`config.mk`:
```
export PLATFORM = sky130hd
export DESIGN_NAME = bcd_add_sub_compare
export DESIGN_NICKNAME = d
export VERILOG_FILES = /design/src/rtl/core/bas_pkg.sv /design/src/rtl/core/bcd_add_sub_compare.sv
export SDC_FILE = /design/constraint.sdc
export NUM_CORES = 1
export LEC_CHECK = 0
export ABC_CLOCK_PERIOD_IN_PS = 14550
export BUFFER_PORTS_ARGS = -buffer_cell sky130_fd_sc_hd__buf_4
export CAP_MARGIN = 40
export CORE_UTILIZATION = 45
export CTS_BUF_LIST = sky130_fd_sc_hd__clkbuf_16
export DETAILED_ROUTE_END_ITERATION = 10
export GPL_TIMING_DRIVEN = 0
export HOLD_SLACK_MARGIN = 0.08
export SYNTH_ARGS = -nofsm -noshare
export SYNTH_HDL_FRONTEND = slang
export SYNTH_SLANG_ARGS = --single-unit
```
`constraint.sdc`:
```
create_clock -name clk -period 14.55 [get_ports clk]
set_clock_uncertainty 0.2 [all_clocks]
set_input_delay 1.455 -clock clk [delete_from_list [all_inputs] [get_ports clk]]
set_output_delay 1.455 -clock clk [all_outputs]
set_load 0.1 [all_outputs]
```
`src/rtl/core/bas_pkg.sv`:
```
package bas_pkg;

  // Fixed field widths
  localparam int DATA_W     = 64;
  localparam int NIB_W      = 4;
  localparam int OP_W       = 2;

  // Default and largest number of digits in an operand
  localparam int DIGITS_DEF = 16;

  // Digits per carry lookahead group
  localparam int GRP_DIGITS = 4;

  // Operation codes; the unused code behaves as compare
  localparam logic [OP_W-1:0] OP_ADD = 2'd0;
  localparam logic [OP_W-1:0] OP_SUB = 2'd1;
  localparam logic [OP_W-1:0] OP_CMP = 2'd2;

  localparam logic [NIB_W-1:0] DEC_MAX = 4'd9;
  localparam logic [NIB_W:0]   DEC_TEN = 5'd10;

endpackage

```
`src/rtl/core/bcd_add_sub_compare.sv`:
```
// Channel | Direction | Handshake          | Payload
// in      | input     | in_valid/in_stall   | op, operand_a, operand_b
// out     | output    | out_valid/out_stall | result, carry_out, equal, greater,
//         |           |                     | less, a_zero, invalid_digit
//
// Three register stages: per-digit sums and compares, in-group carry prefixes,
// then group carries, digit correction and flags into the output register.
// One beat is accepted per cycle while in_stall is low.
// rst clears the stage valid bits only.
// A stalled output holds; stages behind it keep filling until each is full,
// so bubbles collapse before the input stalls.
module bcd_add_sub_compare #(
  parameter int DIGITS = bas_pkg::DIGITS_DEF
) (
  input  logic                       clk,
  input  logic                       rst,
  input  logic                       in_valid,
  output logic                       in_stall,
  input  logic [bas_pkg::OP_W-1:0]   op,
  input  logic [bas_pkg::DATA_W-1:0] operand_a,
  input  logic [bas_pkg::DATA_W-1:0] operand_b,
  output logic                       out_valid,
  input  logic                       out_stall,
  output logic [bas_pkg::DATA_W-1:0] result,
  output logic                       carry_out,
  output logic                       equal,
  output logic                       greater,
  output logic                       less,
  output logic                       a_zero,
  output logic                       invalid_digit
);
  import bas_pkg::*;

  localparam int GROUPS = (DIGITS + GRP_DIGITS - 1) / GRP_DIGITS;

  // Stage valid bits and ready chain
  logic v1, v2, v3;
  logic rdy1, rdy2, rdy3;

  assign rdy3     = !v3 || !out_stall;
  assign rdy2     = !v2 || rdy3;
  assign rdy1     = !v1 || rdy2;
  assign in_stall = !rdy1;
  assign out_valid = v3;

  always_ff @(posedge clk) begin
    if (rst) begin
      v1 <= 1'b0;
      v2 <= 1'b0;
      v3 <= 1'b0;
    end else begin
      if (rdy1) v1 <= in_valid;
      if (rdy2) v2 <= v1;
      if (rdy3) v3 <= v2;
    end
  end

  // ---------------- Stage 1: per-digit work ----------------
  logic [OP_W-1:0]  s1_op;
  logic [NIB_W:0]   s1_sum [DIGITS];
  logic [DIGITS-1:0] s1_gen, s1_prop, s1_gt, s1_lt;
  logic             s1_bad, s1_azero;

  logic [NIB_W:0]   s1_sum_next [DIGITS];
  logic [DIGITS-1:0] s1_gen_next, s1_prop_next, s1_gt_next, s1_lt_next;
  logic             s1_bad_next, s1_azero_next;

  // Add b, or its nine's complement for subtract
  always_comb begin
    logic [NIB_W-1:0] an, bn, bx;
    s1_bad_next   = 1'b0;
    s1_azero_next = 1'b1;
    for (int j = 0; j < DIGITS; j++) begin
      an = operand_a[NIB_W*j +: NIB_W];
      bn = operand_b[NIB_W*j +: NIB_W];
      bx = (op == OP_SUB) ? (DEC_MAX - bn) : bn;
      s1_sum_next[j]  = {1'b0, an} + {1'b0, bx};
      s1_gen_next[j]  = (s1_sum_next[j] >= DEC_TEN);
      s1_prop_next[j] = (s1_sum_next[j] == {1'b0, DEC_MAX});
      s1_gt_next[j]   = (an > bn);
      s1_lt_next[j]   = (an < bn);
      if (an > DEC_MAX || bn > DEC_MAX) s1_bad_next = 1'b1;
      if (an != '0) s1_azero_next = 1'b0;
    end
  end

  always_ff @(posedge clk) begin
    if (rdy1 && in_valid) begin
      s1_op    <= op;
      s1_sum   <= s1_sum_next;
      s1_gen   <= s1_gen_next;
      s1_prop  <= s1_prop_next;
      s1_gt    <= s1_gt_next;
      s1_lt    <= s1_lt_next;
      s1_bad   <= s1_bad_next;
      s1_azero <= s1_azero_next;
    end
  end

  // ---------------- Stage 2: in-group prefixes ----------------
  logic [OP_W-1:0]   s2_op;
  logic [NIB_W:0]    s2_sum [DIGITS];
  logic [DIGITS-1:0] s2_cog, s2_cop;
  logic [GROUPS-1:0] s2_gt, s2_lt;
  logic              s2_bad, s2_azero;

  logic [DIGITS-1:0] s2_cog_next, s2_cop_next;
  logic [GROUPS-1:0] s2_gt_next, s2_lt_next;

  // Carry generate/propagate prefix and top-down compare inside each group
  always_comb begin
    logic gg, gp, cg, cl;
    for (int k = 0; k < GROUPS; k++) begin
      gg = 1'b0;
      gp = 1'b1;
      cg = 1'b0;
      cl = 1'b0;
      for (int m = 0; m < GRP_DIGITS; m++) begin
        if (k * GRP_DIGITS + m < DIGITS) begin
          gg = s1_gen[k*GRP_DIGITS+m] || (s1_prop[k*GRP_DIGITS+m] && gg);
          gp = gp && s1_prop[k*GRP_DIGITS+m];
          s2_cog_next[k*GRP_DIGITS+m] = gg;
          s2_cop_next[k*GRP_DIGITS+m] = gp;
          // higher digit overrides
          if (s1_gt[k*GRP_DIGITS+m] || s1_lt[k*GRP_DIGITS+m]) begin
            cg = s1_gt[k*GRP_DIGITS+m];
            cl = s1_lt[k*GRP_DIGITS+m];
          end
        end
      end
      s2_gt_next[k] = cg;
      s2_lt_next[k] = cl;
    end
  end

  always_ff @(posedge clk) begin
    if (rdy2 && v1) begin
      s2_op    <= s1_op;
      s2_sum   <= s1_sum;
      s2_cog   <= s2_cog_next;
      s2_cop   <= s2_cop_next;
      s2_gt    <= s2_gt_next;
      s2_lt    <= s2_lt_next;
      s2_bad   <= s1_bad;
      s2_azero <= s1_azero;
    end
  end

  // ---------------- Stage 3: group carries, correction, flags ----------------
  logic [GROUPS-1:0]  cin;
  logic [DATA_W-1:0]  res_next;
  logic               cy_next, gt_next, lt_next, arith, top_c;

  // Ripple carry across groups
  always_comb begin
    cin[0] = (s2_op == OP_SUB);
    for (int k = 1; k < GROUPS; k++) begin
      cin[k] = s2_cog[k*GRP_DIGITS-1] || (s2_cop[k*GRP_DIGITS-1] && cin[k-1]);
    end
    top_c = s2_cog[DIGITS-1] || (s2_cop[DIGITS-1] && cin[GROUPS-1]);
  end

  // Add carry into each digit and fold back into 0..9
  always_comb begin
    logic         c;
    logic [NIB_W:0] t;
    res_next = '0;
    for (int j = 0; j < DIGITS; j++) begin
      if (j % GRP_DIGITS == 0) begin
        c = cin[j/GRP_DIGITS];
      end else begin
        c = s2_cog[j-1] || (s2_cop[j-1] && cin[j/GRP_DIGITS]);
      end
      t = s2_sum[j] + {{NIB_W{1'b0}}, c};
      if (t >= DEC_TEN) t = t - DEC_TEN;
      res_next[NIB_W*j +: NIB_W] = t[NIB_W-1:0];
    end
  end

  // Select per operation; a bad digit zeroes the arithmetic
  always_comb begin
    case (s2_op)
      OP_ADD:  begin arith = 1'b1; cy_next = top_c;  end
      OP_SUB:  begin arith = 1'b1; cy_next = !top_c; end
      default: begin arith = 1'b0; cy_next = 1'b0;   end
    endcase
    if (!arith || s2_bad) cy_next = 1'b0;
  end

  // Compare across groups, higher group overrides
  always_comb begin
    gt_next = 1'b0;
    lt_next = 1'b0;
    for (int k = 0; k < GROUPS; k++) begin
      if (s2_gt[k] || s2_lt[k]) begin
        gt_next = s2_gt[k];
        lt_next = s2_lt[k];
      end
    end
  end

  always_ff @(posedge clk) begin
    if (rdy3 && v2) begin
      result        <= (arith && !s2_bad) ? res_next : '0;
      carry_out     <= cy_next;
      equal         <= !gt_next && !lt_next;
      greater       <= gt_next;
      less          <= lt_next;
      a_zero        <= s2_azero;
      invalid_digit <= s2_bad;
    end
  end

endmodule

```
# After elaboration in Yosys (flattened, before gate mapping)
# Index checks and enable logic that the tools add are counted.
# totals
in_bits	134
elab_cells	453
reg_bits	345
out_inout_bits	72
# op_classes
n_lt_le_gt_ge	96
n_reduce_logical	143
n_addsub	64
n_eq_ne	18
n_mux	76
# ops
cell	n
>= comparator 5 x 4 -> 1 bit (second input constant)	32
greater-than comparator 4 bit (second input constant)	32
2-to-1 mux 4 bit	32
adder 4 x 4 -> 5 bit	16
adder 5 x 1 -> 5 bit	16
== test 5 x 4 -> 1 bit (second input constant)	16
logical OR 1 bit	68
greater-than comparator 4 bit	16
less-than comparator 4 bit	16
nonzero test 4 bit	16
subtractor 4 bit (first input constant)	16
subtractor 4 bit (second input constant)	16
logical AND 1 bit	45
2-to-1 mux 1 bit	43
OR reduction 15 bit	2
logical NOT 1 bit	10
== test 2 x 1 -> 1 bit (second input constant)	2
logical NOT 2 bit	1
one-hot mux 1 bit (2 select lines)	1
OR reduction 2 bit	1

# Longest topological paths before layout
# depth
ltp_word	12
depth_mapped	14
depth_no_buf	14

# Worst setup path before layout
# OpenSTA, ideal clock, no wires.
# synth_path
kind	in2reg
from	input out_stall
to	register s1_azero, enable pin
required_ns	13.678
n_path_buf	0
arrival_ns	8.785
stages	3
setup_slack_ns	4.894
setup_time_ns	0.672
cell_sequence	and3_1 and2_1 nor2b_1
# synth_between
elab_chain_len	5
# synth_rtl
element	line	source
from (decl)	bcd_add_sub_compare.sv:23	input logic out_stall,
logical NOT 1 bit	bcd_add_sub_compare.sv:40	assign rdy3 = !v3 || !out_stall;
logical OR 1 bit	bcd_add_sub_compare.sv:40	
logical OR 1 bit	bcd_add_sub_compare.sv:41	assign rdy2 = !v2 || rdy3;
logical OR 1 bit	bcd_add_sub_compare.sv:42	assign rdy1 = !v1 || rdy2;
logical AND 1 bit	bcd_add_sub_compare.sv:88	if (rdy1 && in_valid) begin
to (signal assigned)	bcd_add_sub_compare.sv:96	s1_azero <= s1_azero_next;
to (decl)	bcd_add_sub_compare.sv:62	logic s1_bad, s1_azero;
# Every way passes these cells.
# A chain may end at the register's enable or synchronous reset.

# Worst setup path in the final report
# layout_path
from	register s2_op[0]
to	register result[57] in the netlist's numbering, data pin
# layout_between
elab_chain_len	12
word_cells_on_any_way	17
cone_classes	add/sub (2); order compare (1); eq/ne (1); mux (2); reduce/logical (11)
# layout_rtl
element	line	source
from (decl)	bcd_add_sub_compare.sv:101	logic [OP_W-1:0] s2_op;
from (signal assigned)	bcd_add_sub_compare.sv:138	s2_op <= s1_op;
== test 2 x 1 -> 1 bit	bcd_add_sub_compare.sv:156, bcd_add_sub_compare.sv:182	
logical AND 1 bit	bcd_add_sub_compare.sv:158	cin[k] = s2_cog[k*GRP_DIGITS-1] || (s2_cop[k*GRP_DIGITS-1] && cin[k-1]);
logical OR 1 bit	bcd_add_sub_compare.sv:158	
logical AND 1 bit	bcd_add_sub_compare.sv:158	
logical OR 1 bit	bcd_add_sub_compare.sv:158	
logical AND 1 bit	bcd_add_sub_compare.sv:158	
logical OR 1 bit	bcd_add_sub_compare.sv:158	
logical AND 1 bit	bcd_add_sub_compare.sv:172	c = s2_cog[j-1] || (s2_cop[j-1] && cin[j/GRP_DIGITS]);
logical OR 1 bit	bcd_add_sub_compare.sv:172	
adder 5 x 1 -> 5 bit	bcd_add_sub_compare.sv:174	t = s2_sum[j] + {{NIB_W{1'b0}}, c};
subtractor 4 bit or >= comparator 5 x 4 -> 1 bit (tied branches)	bcd_add_sub_compare.sv:175	if (t >= DEC_TEN) t = t - DEC_TEN;
2-to-1 mux 4 bit	bcd_add_sub_compare.sv:175	
to (signal assigned)	bcd_add_sub_compare.sv:204	result <= (arith && !s2_bad) ? res_next : '0;
to (decl)	bcd_add_sub_compare.sv:24	output logic [bas_pkg::DATA_W-1:0] result,
# Several ways; a longest one is shown, not always the timed one.

==> out/summary.txt <==
Most frequent CP cell: ha_1
First-pass GRT wire length: 68.5 mm
Depth of the CTS H-tree: 2
Clock sinks: 345
Most common cell after layout, fill and taps aside: edfxtp_1
WP buf/inv: 1
Io pins: 206
Area grow syn2layout: 21.7%
Grt ovf: 0
P_leak: 9.32 nW
Wire length per cell: 19.3 um
Setup_tns: 0 ns
Initial DRC count: 642
Worst-margin pin slew: 0.895 ns
Hold Violations, Final: 0
Die width: 206 um
Routed vias: 12,500
FF+latch area: 10,300 um^2
Clock Tree Buf Depth: 3
Status: completed
Worst path cell trace: and3b_1 > o21ai_1 > nand2_1 > a21o_1 > a21o_1 > ha_1 > ha_1 > xnor2_1 > ha_1 > inv_1 > a31o_1 > a211oi_1 > o21ai_1 > mux2_1
Slew headroom: 0.403
Crit path arrival time: 4.23 ns
CP peak stage delay: 0.42 ns
Synth Net Count: 1,887
TritonCTS clock tree: done
Top Layer Used: met4
Post-CTS sizing: 0
Endpoint class of the critical path: flop
Met1 wire length: 20.0 mm
Worst endpoint required time: 14.64 ns
Initial Utilization: 0.457
Gpl congestion: 0.915
Fmax: 242 MHz
Most frequent cells in the layout: edfxtp_1, buf_4, ha_1
Crit Path Class: reg -> reg
Slew Viols, Final: 0
Vias in the first global route: 12,200
# hold bufs at CTS: 0
Remaining antenna violation count after routing: 0
Yosys reg bits: 345
Pwr Total: 2.85 mW
RSZ-0062 raised after global routing: false
Sequential cell area fraction in the yosys report: 0.553
Hold Path Stages: 0
Final Setup Violations: 0
Footprint of the multi-input gates: 7630 um^2
Placeable core region: 40,800 um^2
Unique masters post-synth: 37
Highest fanout seen on the critical path: 5
Ys async rst share: 0
Ys Warns: 0
GRT Overall Usage: 0.220
Hold Path Class: reg -> reg
Largest net degree at the start of global routing: 33
Cell family with most CP delay: compound AO/OA/AOI/OAI gates
DPL Wire Length: 36.4 mm
Cell row count: 74
Net count, final: 2,154
Main synth FF type: edfxtp_1
Reg2reg path depth: 14
CP Depth: 14
Initial antenna violation count: 4
EDFF count, synth: 342
Synth Area per Inst: 12.1 um^2
DRT Wirelength: 45.8 mm
Mapped cell area: 18,700 um^2
Layout cells sized above 1: 0.163
Postcts setup bufs: 0
Met2 routed WL: 21.7 mm
Period utilization: 0.284
CTS Root Cell: clkbuf_16
Crit-path slowest cell: edfxtp_1
Die area: 42,300 um^2
Port Buf Inserts: 205
Skew-Pair Late Insertion Delay: 0.55 ns
Cell Pwr Density: 126 nW/um^2
Minimum clock period: 4.13 ns
Detailed-route DRC error count: 0
Max VDD drop: 0.0738 mV
Max cap viols: 0
Num CTS Buffers: 41
CP Launch Type: flop
Met3 wire length: 2.70 mm
Via/cell ratio: 5.27
Die H: 206 um
Fill cell count: 3,452
Gate Count Post-Synth: 1,545
CTS clk-pin slew, worst paths: 0.06 ns
First-pass DRT Iterations: 5
[routing by layer]
metal,track usage,vias up
met5,0,-
met4,0.0921,0
met3,0.0380,87
met2,0.361,374
met1,0.288,5979
li1,-,6082
[worst paths after layout]
kind	startpoint	endpoint	slack [ns]
max	s2_op[0]	result[57]	10.42
min	s1_sum[74]	s2_sum[74]	0.21
max reg2reg	s2_op[0]	result[57]	10.42
min reg2reg	s1_sum[74]	s2_sum[74]	0.21
[kinds of logic (layout without fill, tap and decap cells)]
group           count (synthesis)  count (layout)  synth area share
simple gates                  378             378             0.101
flops                         345             345             0.553
compound gates                291             291            0.0988
fa+ha+maj                     208             208             0.146
buf+inv                       195             490            0.0393
xor+xnor                      120             120            0.0563
mux                             8               8           0.00483
other cells                     0               5                 0
[sequential cells by signal, summed over array words and instances (netlist names), 2 cells and up]
name / cells
s2_sum: 80
s2_gt: 4
s2_op: 2
s2_cop: 16
s2_cog: 16
s1_op: 2
result: 64
s1_sum: 80
s1_lt: 16
s1_gt: 16
s1_prop: 16
s2_lt: 4
s1_gen: 16
[report_power, final]
| part | internal, mW | switching (mW) |
|---|---|---|
| clock | 0.692 | 0.403 |
| combinational | 0.198 | 0.309 |
| sequential | 1.22 | 0.0345 |
| total | 2.11 | 0.746 |
[synth_stat cells, drive strengths merged (16+ instances only)]
master | n | share of area
nand3 | 48 | 0.013
a41oi | 16 | 0.0075
a211oi | 24 | 0.0097
nor3 | 16 | 0.0043
xnor2 | 93 | 0.044
nand2 | 56 | 0.011
a21o | 42 | 0.017
a21oi | 61 | 0.016
fa | 16 | 0.017
inv | 180 | 0.036
xor2 | 27 | 0.013
nor2 | 104 | 0.021
edfxtp | 342 | 0.55
a31o | 16 | 0.0075
nor2b | 48 | 0.016
o21ai | 93 | 0.025
and2 | 26 | 0.0087
nor4 | 19 | 0.0064
o21bai | 23 | 0.0093
nand2b | 38 | 0.013
ha | 192 | 0.13
[per-stage QoR]
stage	cell area, um^2	utilization	cells	hold WS [ns]	worst slack, ns
after floorplan	18700	-	1545	0.200	4.89
after global placement	20900	0.511	2282	0.201	2.16
after detailed placement	21300	0.521	2301	0.205	9.98
after CTS	22700	0.556	2372	0.215	10.39
after global routing	22700	0.556	2375	0.220	10.20
final	22700	0.556	2377	0.213	10.42
[cell type report]
type                            count  share of cell area
Tap cell                          532              0.0293
Multi-Input combinational cell   1005               0.336
Timing Repair Buffer              224              0.0843
Clock buffer                       43              0.0474
Buffer                             15             0.00253
Antenna cell                        5            0.000551
Sequential cell                   345               0.455
Inverter                          180              0.0297
Clock inverter                     28              0.0160
(Power assumes the default switching activity.)
